**config.mk**
```make
export PLATFORM = sky130hd
export DESIGN_NAME = regex_dot_star_matcher
export DESIGN_NICKNAME = d
export VERILOG_FILES = /design/src/sv/rdsm_pkg.sv /design/src/sv/regex_dot_star_matcher.sv /design/src/sv/rdsm_pattern.sv /design/src/sv/rdsm_nfa.sv
export SDC_FILE = /design/constraint.sdc
export NUM_CORES = 1
export LEC_CHECK = 0
export BUFFER_PORTS_ARGS = -buffer_cell sky130_fd_sc_hd__buf_2
export CAP_MARGIN = 20
export CORE_MARGIN = 5
export CORE_UTILIZATION = 60
export CTS_CLUSTER_SIZE = 10
export DETAILED_ROUTE_END_ITERATION = 8
export GPL_TIMING_DRIVEN = 0
export PLACE_DENSITY = 0.89
export SYNTH_ARGS = -nofsm -noshare
export SYNTH_HDL_FRONTEND = slang
export SYNTH_HIERARCHICAL = 1
export SYNTH_SLANG_ARGS = --single-unit
```
**constraint.sdc**
```tcl
create_clock -name clk -period 3.9 [get_ports clk]
set_input_delay 0.195 -clock clk [delete_from_list [all_inputs] [get_ports clk]]
set_output_delay 0.195 -clock clk [all_outputs]
set_load 0.01 [all_outputs]
```
**src/sv/rdsm_pkg.sv**
```systemverilog
package rdsm_pkg;

  localparam int MAX_PATTERN_DEF = 16;

  localparam logic [7:0] WILDCARD_BYTE = 8'd46;
  localparam logic [7:0] STAR_BYTE     = 8'd42;

  typedef enum logic [1:0] {
    CMD_CLEAR  = 2'd0,
    CMD_APPEND = 2'd1,
    CMD_TEXT   = 2'd2,
    CMD_END    = 2'd3
  } cmd_t;

  typedef struct packed {
    cmd_t       cmd;
    logic [7:0] char_value;
  } in_t;

  typedef struct packed {
    logic matched;
    logic pattern_overflow;
  } out_t;

  // one decoded operation, valid only in the cycle it is carried out
  typedef struct packed {
    logic       clr;
    logic       app;
    logic       txt;
    logic       fin;
    logic [7:0] ch;
  } ctrl_t;

endpackage

```
**src/sv/regex_dot_star_matcher.sv**
```systemverilog
// channel | ports                          | moves
// --------+--------------------------------+------------------------------------
// input   | in_valid, in_ready, in_data    | one command with its byte per transfer
// result  | out_valid, out_ready, out_data | one match verdict per end command
//
// one item per cycle while no end command is held back: an input register feeds the
// pattern store and the position-set update, whose closure is a single carry chain;
// an end command's verdict is written to the result register when it leaves the input register.
// reset (rst_n low, synchronous) empties the pattern and both registers.
// only an end command waits on a full result register; other commands flow past it.
module regex_dot_star_matcher
  import rdsm_pkg::*;
#(
  parameter int MAX_PATTERN = MAX_PATTERN_DEF
) (
  input  logic clk,
  input  logic rst_n,
  input  logic in_valid,
  output logic in_ready,
  input  in_t  in_data,
  output logic out_valid,
  input  logic out_ready,
  output out_t out_data
);

  localparam int CNT_W = $clog2(MAX_PATTERN + 1);

  in_t                         stg_r;
  logic                        stg_valid_r, stg_valid_nxt;
  logic                        out_valid_r, out_valid_nxt;
  out_t                        out_r;
  logic                        go;
  ctrl_t                       ctrl;
  out_t                        result;
  logic [MAX_PATTERN-1:0][7:0] elem_bytes;
  logic [MAX_PATTERN-1:0]      elem_star;
  logic [MAX_PATTERN-1:0]      elem_live;
  logic [CNT_W-1:0]            elem_count;
  logic                        overflow;

  assign go       = stg_valid_r && (stg_r.cmd != CMD_END || !out_valid_r || out_ready);
  assign in_ready = !stg_valid_r || go;

  always_comb begin
    ctrl     = '0;
    ctrl.ch  = stg_r.char_value;
    case (stg_r.cmd)
      CMD_CLEAR:  ctrl.clr = go;
      CMD_APPEND: ctrl.app = go;
      CMD_TEXT:   ctrl.txt = go;
      CMD_END:    ctrl.fin = go;
      default:    ctrl.clr = 1'b0;
    endcase
  end

  always_comb begin
    stg_valid_nxt = stg_valid_r;
    if (in_valid && in_ready) begin
      stg_valid_nxt = 1'b1;
    end else if (go) begin
      stg_valid_nxt = 1'b0;
    end
    out_valid_nxt = out_valid_r;
    if (ctrl.fin) begin
      out_valid_nxt = 1'b1;
    end else if (out_ready) begin
      out_valid_nxt = 1'b0;
    end
  end

  always_ff @(posedge clk) begin
    if (!rst_n) begin
      stg_valid_r <= 1'b0;
      out_valid_r <= 1'b0;
    end else begin
      stg_valid_r <= stg_valid_nxt;
      out_valid_r <= out_valid_nxt;
    end
  end

  always_ff @(posedge clk) begin
    if (in_valid && in_ready) begin
      stg_r <= in_data;
    end
    if (ctrl.fin) begin
      out_r <= result;
    end
  end

  rdsm_pattern #(
    .MAX_PATTERN (MAX_PATTERN),
    .CNT_W       (CNT_W)
  ) u_pattern (
    .clk        (clk),
    .rst_n      (rst_n),
    .ctrl       (ctrl),
    .elem_bytes (elem_bytes),
    .elem_star  (elem_star),
    .elem_live  (elem_live),
    .elem_count (elem_count),
    .overflow   (overflow)
  );

  rdsm_nfa #(
    .MAX_PATTERN (MAX_PATTERN),
    .CNT_W       (CNT_W)
  ) u_nfa (
    .clk        (clk),
    .rst_n      (rst_n),
    .ctrl       (ctrl),
    .elem_bytes (elem_bytes),
    .elem_star  (elem_star),
    .elem_live  (elem_live),
    .elem_count (elem_count),
    .overflow   (overflow),
    .result     (result)
  );

  assign out_valid = out_valid_r;
  assign out_data  = out_r;

`ifndef SYNTHESIS
  a_ovf_no_match: assert property (@(posedge clk) disable iff (!rst_n)
    out_valid_r |-> !(out_r.matched && out_r.pattern_overflow))
    else $error("match reported with pattern overflow");

  a_end_gives_result: assert property (@(posedge clk) disable iff (!rst_n)
    ctrl.fin |=> out_valid_r)
    else $error("end command left no result");

  a_stall_cause: assert property (@(posedge clk) disable iff (!rst_n)
    !in_ready |-> (out_valid_r && !out_ready && stg_r.cmd == CMD_END))
    else $error("input stalled without a blocked end command");

  a_ovf_count_full: assert property (@(posedge clk) disable iff (!rst_n)
    overflow |-> (elem_count == CNT_W'(MAX_PATTERN)))
    else $error("overflow flagged before pattern full");
`endif

endmodule

```
**src/sv/rdsm_pattern.sv**
```systemverilog
module rdsm_pattern
  import rdsm_pkg::*;
#(
  parameter int MAX_PATTERN = MAX_PATTERN_DEF,
  parameter int CNT_W       = $clog2(MAX_PATTERN + 1)
) (
  input  logic                        clk,
  input  logic                        rst_n,
  input  ctrl_t                       ctrl,
  output logic [MAX_PATTERN-1:0][7:0] elem_bytes,
  output logic [MAX_PATTERN-1:0]      elem_star,
  output logic [MAX_PATTERN-1:0]      elem_live,
  output logic [CNT_W-1:0]            elem_count,
  output logic                        overflow
);

  localparam int IDX_W = (MAX_PATTERN > 1) ? $clog2(MAX_PATTERN) : 1;

  logic [MAX_PATTERN-1:0][7:0] bytes_r;
  logic [MAX_PATTERN-1:0]      star_r;
  logic [CNT_W-1:0]            count_r, count_nxt;
  logic                        ovf_r, ovf_nxt;
  logic                        last_star_r, last_star_nxt;
  logic                        wr_en, star_en;
  logic [CNT_W-1:0]            cnt_m1;
  logic [IDX_W-1:0]            wr_idx, star_idx;

  assign cnt_m1   = count_r - CNT_W'(1);
  assign wr_idx   = count_r[IDX_W-1:0];
  assign star_idx = cnt_m1[IDX_W-1:0];

  always_comb begin
    count_nxt     = count_r;
    ovf_nxt       = ovf_r;
    last_star_nxt = last_star_r;
    wr_en         = 1'b0;
    star_en       = 1'b0;
    if (ctrl.clr) begin
      count_nxt = '0;
      ovf_nxt   = 1'b0;
    end else if (ctrl.app) begin
      if (ctrl.ch == STAR_BYTE && count_r != '0 && !last_star_r) begin
        star_en       = 1'b1;
        last_star_nxt = 1'b1;
      end else if (count_r >= CNT_W'(MAX_PATTERN)) begin
        ovf_nxt = 1'b1;
      end else begin
        wr_en         = 1'b1;
        count_nxt     = count_r + CNT_W'(1);
        last_star_nxt = 1'b0;
      end
    end
  end

  always_ff @(posedge clk) begin
    if (!rst_n) begin
      count_r     <= '0;
      ovf_r       <= 1'b0;
      last_star_r <= 1'b0;
    end else begin
      count_r     <= count_nxt;
      ovf_r       <= ovf_nxt;
      last_star_r <= last_star_nxt;
    end
  end

  always_ff @(posedge clk) begin
    if (wr_en) begin
      bytes_r[wr_idx] <= ctrl.ch;
      star_r[wr_idx]  <= 1'b0;
    end
    if (star_en) begin
      star_r[star_idx] <= 1'b1;
    end
  end

  for (genvar k = 0; k < MAX_PATTERN; k++) begin : g_live
    assign elem_live[k] = (CNT_W'(k) < count_r);
  end

  assign elem_bytes = bytes_r;
  assign elem_star  = star_r;
  assign elem_count = count_r;
  assign overflow   = ovf_r;

endmodule

```
**src/sv/rdsm_nfa.sv**
```systemverilog
module rdsm_nfa
  import rdsm_pkg::*;
#(
  parameter int MAX_PATTERN = MAX_PATTERN_DEF,
  parameter int CNT_W       = $clog2(MAX_PATTERN + 1)
) (
  input  logic                        clk,
  input  logic                        rst_n,
  input  ctrl_t                       ctrl,
  input  logic [MAX_PATTERN-1:0][7:0] elem_bytes,
  input  logic [MAX_PATTERN-1:0]      elem_star,
  input  logic [MAX_PATTERN-1:0]      elem_live,
  input  logic [CNT_W-1:0]            elem_count,
  input  logic                        overflow,
  output out_t                        result
);

  localparam int NPOS = MAX_PATTERN + 1;

  logic [NPOS-1:0]        act_r, act_nxt;
  logic [NPOS-1:0]        prop, seed_run, run_sum, closed, step;
  logic [MAX_PATTERN-1:0] hit;

  // epsilon closure: a set bit runs upward through starred elements, done as a carry chain
  assign prop     = {elem_star & elem_live, 1'b0};
  assign seed_run = prop | act_r;
  assign run_sum  = seed_run + act_r;
  assign closed   = act_r | (seed_run & (run_sum ^ seed_run));

  for (genvar k = 0; k < MAX_PATTERN; k++) begin : g_hit
    assign hit[k] = closed[k] & elem_live[k] &
                    (elem_bytes[k] == WILDCARD_BYTE || elem_bytes[k] == ctrl.ch);
  end

  assign step = {1'b0, hit & elem_star} | {hit & ~elem_star, 1'b0};

  always_comb begin
    act_nxt = act_r;
    if (ctrl.clr || ctrl.app || ctrl.fin) begin
      act_nxt = NPOS'(1);
    end else if (ctrl.txt) begin
      act_nxt = step;
    end
  end

  always_ff @(posedge clk) begin
    if (!rst_n) begin
      act_r <= NPOS'(1);
    end else begin
      act_r <= act_nxt;
    end
  end

  assign result.matched          = closed[elem_count] & ~overflow;
  assign result.pattern_overflow = overflow;

endmodule

```
## Word level (Yosys, flattened, before mapping)

Index checks and enable logic that the tools add are counted.

| word-level totals | value |
|---|---|
| input port bits | 14 |
| logic and storage cells | 207 |
| flip-flop bits (word level) | 182 |
| output and inout bits | 4 |

| cells by class | value |
|---|---|
| muxes and demuxes | 28 |
| order comparisons | 22 |
| bitwise operators | 50 |
| reductions and logical operators | 39 |
| add/sub/neg operators | 3 |
| equality and inequality tests | 38 |

Operator list:

| operator | number |
|---|---|
| == test 8 x 6 -> 1 bit, second input constant | 17 |
| bitwise mux 128 bit | 1 |
| == test 8 bit | 16 |
| AND 16 bit | 4 |
| < comparator 4 x 5 -> 1 bit, first input constant | 8 |
| bitwise OR 17 bit | 2 |
| AND 1 bit | 33 |
| demux 8 bit (select 4 bit) | 1 |
| two-way mux 16 bit | 2 |
| inverter 16 bit | 2 |
| logical OR 1 bit | 21 |
| < comparator 3 x 5 -> 1 bit, first input constant | 4 |
| two-way mux 1 bit | 20 |
| adder 17 bit | 1 |
| AND 17 bit | 1 |
| bitwise OR 16 x 17 -> 17 bit | 1 |
| XOR 17 bit | 1 |
| bitwise OR 16 bit | 1 |
| < comparator 1 x 5 -> 1 bit, first input constant | 2 |
| < comparator 2 x 5 -> 1 bit, first input constant | 2 |
| < comparator 4 x 5 -> 1 bit, second input constant | 2 |
| AND reduction 3 bit | 3 |
| demux 1 bit (select 4 bit) | 2 |
| greater-or-equal comparator 4 x 1 -> 1 bit, second input constant | 2 |
| other kinds (17) | 31 |

## Depth between registers and ports, before layout

| depth | value |
|---|---|
| depth in word-level cells | 11 |
| mapped depth | 12 |
| mapped depth without buffers | 11 |

## By module

The synthesis kept the hierarchy.

By module, submodules not included:

| module | seq. area each (um^2) | area each (um^2) | instances | cells an instance |
|---|---|---|---|---|
| rdsm_pattern | 4304.1 | 5248.8 | 1 | 304 |
| rdsm_nfa | 340.3 | 3369.5 | 1 | 450 |
| regex_dot_star_matcher | 400.4 | 484.2 | 1 | 26 |

## Worst setup path before layout

OpenSTA, ideal clock, no wires.

| timing path | value |
|---|---|
| path kind | register to register |
| from | register u_pattern.count_r[3], in the netlist u_pattern/elem_count[3] |
| to | register out_r, in the netlist out_data[1], data pin |
| buffers on the path | 1 |
| library setup time | 174 ps |
| cell stages (with the launch flop) | 13 |
| path slack | 686 ps |
| arrival | 3039 ps |
| period minus slack after synthesis | 3214 ps |
| cell sequence | dfxtp_1 clkbuf_1 nor2_1 inv_1 nor2_1 nand2_1 a31oi_2 nor4_4 o2111ai_1 a21oi_1 o21ai_1 or4_1 a311oi_1 |

RTL lines:

| what | RTL line | RTL |
|---|---|---|
| start, declared | rdsm_pattern.sv:21 | `logic [CNT_W-1:0] count_r, count_nxt;` |
| start signal, assigned | rdsm_pattern.sv:61 | `count_r <= count_nxt;` |
| end signal, assigned | regex_dot_star_matcher.sv:86 | `out_r <= result;` |
| end, declared | regex_dot_star_matcher.sv:31 | `out_t out_r;` |

## Worst setup path after layout

| timing path | value |
|---|---|
| from | register stg_r, in the netlist ctrl[1] |
| to | register u_nfa.act_r[16] |

| between the ends | value |
|---|---|
| cells in the longest elaborated chain, start to end | 5 |

Ends and longest elaborated chain:

| what | RTL line | RTL |
|---|---|---|
| start, declared | regex_dot_star_matcher.sv:28 | `in_t stg_r;` |
| start signal, assigned | regex_dot_star_matcher.sv:83 | `stg_r <= in_data;` |
| == test 8 bit | rdsm_nfa.sv:32 | `(elem_bytes[k] == WILDCARD_BYTE \|\| elem_bytes[k] == ctrl.ch);` |
| logical OR 1 bit | rdsm_nfa.sv:32 |  |
| AND 1 bit | rdsm_nfa.sv:31 | `assign hit[k] = closed[k] & elem_live[k] &` |
| AND 16 bit | rdsm_nfa.sv:35 | `assign step = {1'b0, hit & elem_star} \| {hit & ~elem_star, 1'b0};` |
| bitwise OR 16 x 17 -> 17 bit | rdsm_nfa.sv:35 |  |
| end signal, assigned | rdsm_nfa.sv:50 | `act_r <= act_nxt;` |
| end, declared | rdsm_nfa.sv:20 | `logic [NPOS-1:0] act_r, act_nxt;` |

Every way passes these cells.
A chain may end at the register's enable or synchronous reset.

==> impl_metrics.yaml <==
outcome:
  status: "finished clean"
cts:
  cts_max_level: 4
  cts.reportedPaths.clkPinSlew_ps: 70
  cts_made_buffers: 17
  ctsLongestPathBuffers: 2
  clk_latency_ps: 440
  cts_tree: "yes"
  clockRootBuffer: "clkbuf_16"
  cts.sinks: 182
global_route:
  grt.total_usage_pct: 26.7
  overflow: 0
  grt_pass1_vias: 6659
  grt_antenna_before_repair: 0
  grt_pass1_wl_um: 36200
  grt_max_degree: 20
setup_path:
  worst-path-buf-inv: 2
  critical_path.cell_chain: "clkbuf_1 -> clkbuf_1 -> xnor2_1 -> nand4_1 -> o21ai_0 -> and2_1 -> o2111ai_1 -> a21oi_1"
  critPathKind: "reg2reg"
  crit_slowest_cell: "edfxtp_1"
  cpPeakStageDelay_ps: 940
  crit_path_max_fanout: 18
  rr_startpoint: "ctrl[1]"
  critPathLaunchType: "flop"
  crit_top_cell: "clkbuf_1"
  reg2regPathDepth: 8
  required_ps: 4270
  critical_path_arrival_ps: 4170
  r2r_slack_ps: 100
  critical_path.endpoint_type: "flop"
  cp_top_family: "buffers and inverters"
  r2r_end: "u_nfa/act_r[16]"
drt:
  via_per_inst: 6.51
  drcViolationCount: 0
  wl_per_cell_um: 22.5
  ant_nets: 0
  drtPass1Iterations: 6
  drt_iter0_markers: 894
  route.vias.total: 6718
  wirelength_um: 23200
power:
  intPower_w: 0.00316
  ir_drop_mv: 0.404
  power_density_nw_per_um2: 403
  p_clk_share_pct: 42.7
  p_sw_share_pct: 23.1
  p_sw_w: 0.000948
  power_frac_comb_pct: 5.1
  cellLeakagePower_nw: 3.23
  seq_power_share_pct: 52.2
  p_total_w: 0.00411
hold_path:
  min_from: "rst_n"
  hold_depth: 2
  holdPathEnd: "out_valid"
  hp-class: "in2reg"
layout:
  layout.nets: 852
  final_common_cell: "edfxtp_1"
  syn_to_final_growth_pct: 11.9
  utilization_pct: 67.8
  final_cell_mix: "edfxtp_1, xnor2_1, nand4_1"
  antenna_cells: 0
  postLayoutCellArea_um2: 10200
  drive_above_1_share_pct: 10.7
timing:
  finalSetupViolations: 0
  finalHoldViolCount: 0
  finalCriticalPeriod_ps: 3800
  skew_ps: 9.20
  max_freq_mhz: 263
  worst_pin_slew_ps: 1010
  rsz0062_at_grt: "false"
  relSlewSlack_pct: 32.4
  min_period_over_period_pct: 97.5
  finalMaxSlewViolations: 0
yosys:
  ys.flop_type: "edfxtp_1"
  netlist_instances: 780
  ys_types: 80
  syn_avg_cell_area_um2: 11.7
  yosysTopAreaCell: "edfxtp_1"
  synth_edf_count: 140
  synth_area_um2: 9100
  synth-seq-cells: 182
  synth_top_cell_area_share_pct: 46.2
  yosysSeqAreaShare_pct: 55.4
  synth_warnings: 6
  syn-num-nets: 801
  synthTopCellsByArea: "edfxtp_1, xnor2_1, dfxtp_1, nand4_1, o21ai_0"
  async_flop_share_pct: 0
place:
  place_area_um2: 9440
  io_buffers: 17
  hpwlAfterDp_um: 14900
  place_congestion: 0.973
floorplan:
  die_h_um: 133
  ioPinCount: 18
  start_util_pct: 60.5
  dieArea_um2: 17700
  die_w_um: 133
  row_count: 45
  core_um2: 15000
run:
  cap_viol_max_count: 0
==> how the worst max path moves through the flow <==
| stage | startpoint | to | slack (ps) | cells after the start |
|---|---|---|---|---|
| after global routing | ctrl[7] | u_nfa/act_r[16] | 2 | 8 |
| final | ctrl[1] | u_nfa/act_r[16] | 100 | 8 |
| after CTS | u_pattern/elem_count[2] | out_data[1] | 20 | 10 |
| after floorplan | u_pattern/elem_count[3] | out_data[1] | 690 | 12 |
| after detailed placement | u_pattern/elem_count[3] | out_data[1] | -20 | 12 |
| after global placement | u_pattern/elem_count[3] | out_data[1] | -30 | 12 |
==> sequential cells by signal (all words and copies together) (netlist names) <==
| register | count |
|---|---|
| u_pattern/elem_count | 5 |
| ctrl | 8 |
| out_valid | 1 |
| u_pattern/last_star_r | 1 |
| u_pattern/overflow | 1 |
| stg_valid_r | 1 |
| u_nfa/act_r | 17 |
| u_pattern/elem_star | 16 |
| stg_r | 2 |
| u_pattern/elem_bytes | 128 |
| out_data | 2 |
==> final cells by class <==
class	count	area (um^2)
Sequential cell	182	5050
Fill cell	994	4850
Multi-Input combinational cell	541	3820
Clock buffer	17	425
Timing Repair Buffer	34	235
Tap cell	188	235
Clock inverter	15	188
Buffer	31	143
Inverter	24	90.1
==> synthesized netlist by cell type (6+ instances only) <==
| cell | number |
|---|---|
| o21a_1 | 6 |
| nor3_1 | 11 |
| o211ai_1 | 7 |
| inv_1 | 24 |
| a31oi_1 | 16 |
| nand4_1 | 49 |
| nand3_1 | 15 |
| clkbuf_1 | 28 |
| a21oi_1 | 18 |
| edfxtp_1 | 140 |
| dfxtp_1 | 42 |
| nor2_1 | 32 |
| nand2b_1 | 11 |
| nand2_1 | 44 |
| nor4b_1 | 14 |
| xor2_1 | 17 |
| o2111ai_1 | 7 |
| nor2b_1 | 18 |
| a211oi_1 | 6 |
| nor4_1 | 9 |
| xnor2_1 | 113 |
| o21ai_0 | 46 |
| ha_1 | 7 |
| nand4b_1 | 8 |
==> through the flow <==
step / cells / setup WS, ps / setup TNS, ps / hold WS, ps
after floorplan: 780 / 686 / 0 / 294
after global placement: 985 / -32.0 / -32.0 / 371
after detailed placement: 988 / -22.9 / -22.9 / 373
after CTS: 1030 / 19.2 / 0 / 43.5
after global routing: 1032 / 2.36 / 0 / 46.8
final: 1032 / 98.1 / 0 / 52.0
==> per-layer routing <==
| metal | wire length [um] | up-vias | global-route usage [%] |
|---|---|---|---|
| met5 | 0 | - | 0 |
| met4 | 830 | 0 | 12.1 |
| met3 | 2170 | 67 | 6.34 |
| met2 | 11400 | 391 | 44.5 |
| met1 | 8860 | 3212 | 33.3 |
| li1 | - | 3048 | - |
==> kinds of logic after synthesis <==
family,synth area share (%)
adder cells (fa/ha/maj),0.962
XOR/XNOR,12.5
buffers and inverters,2.63
flip-flops,55.4
AO/OA/AOI/OAI,11.0
AND/OR/NAND/NOR,17.5
==> power groups by stage <==
stage	Sequential (W)	Clock (W)	Combinational [W]
after detailed placement	0.00219	0	0.000189
after global routing	0.00215	0.00185	0.000224
after floorplan	0.00217	0	0.000141
after global placement	0.00219	0	0.000183
final	0.00214	0.00175	0.000210
after CTS	0.00215	0.00176	0.000200
==> repair_timing <==
| action | 4_1_cts | 5_1_grt |
|---|---|---|
| endpoints found under the hold margin | 10 | 0 |
| setup endpoints to repair | 1 | 3 |
| hold buffers | 10 | 0 |
| resized for setup | 1 | 7 |
| buffers inserted | 0 | 2 |
(Power assumes the default switching activity.)
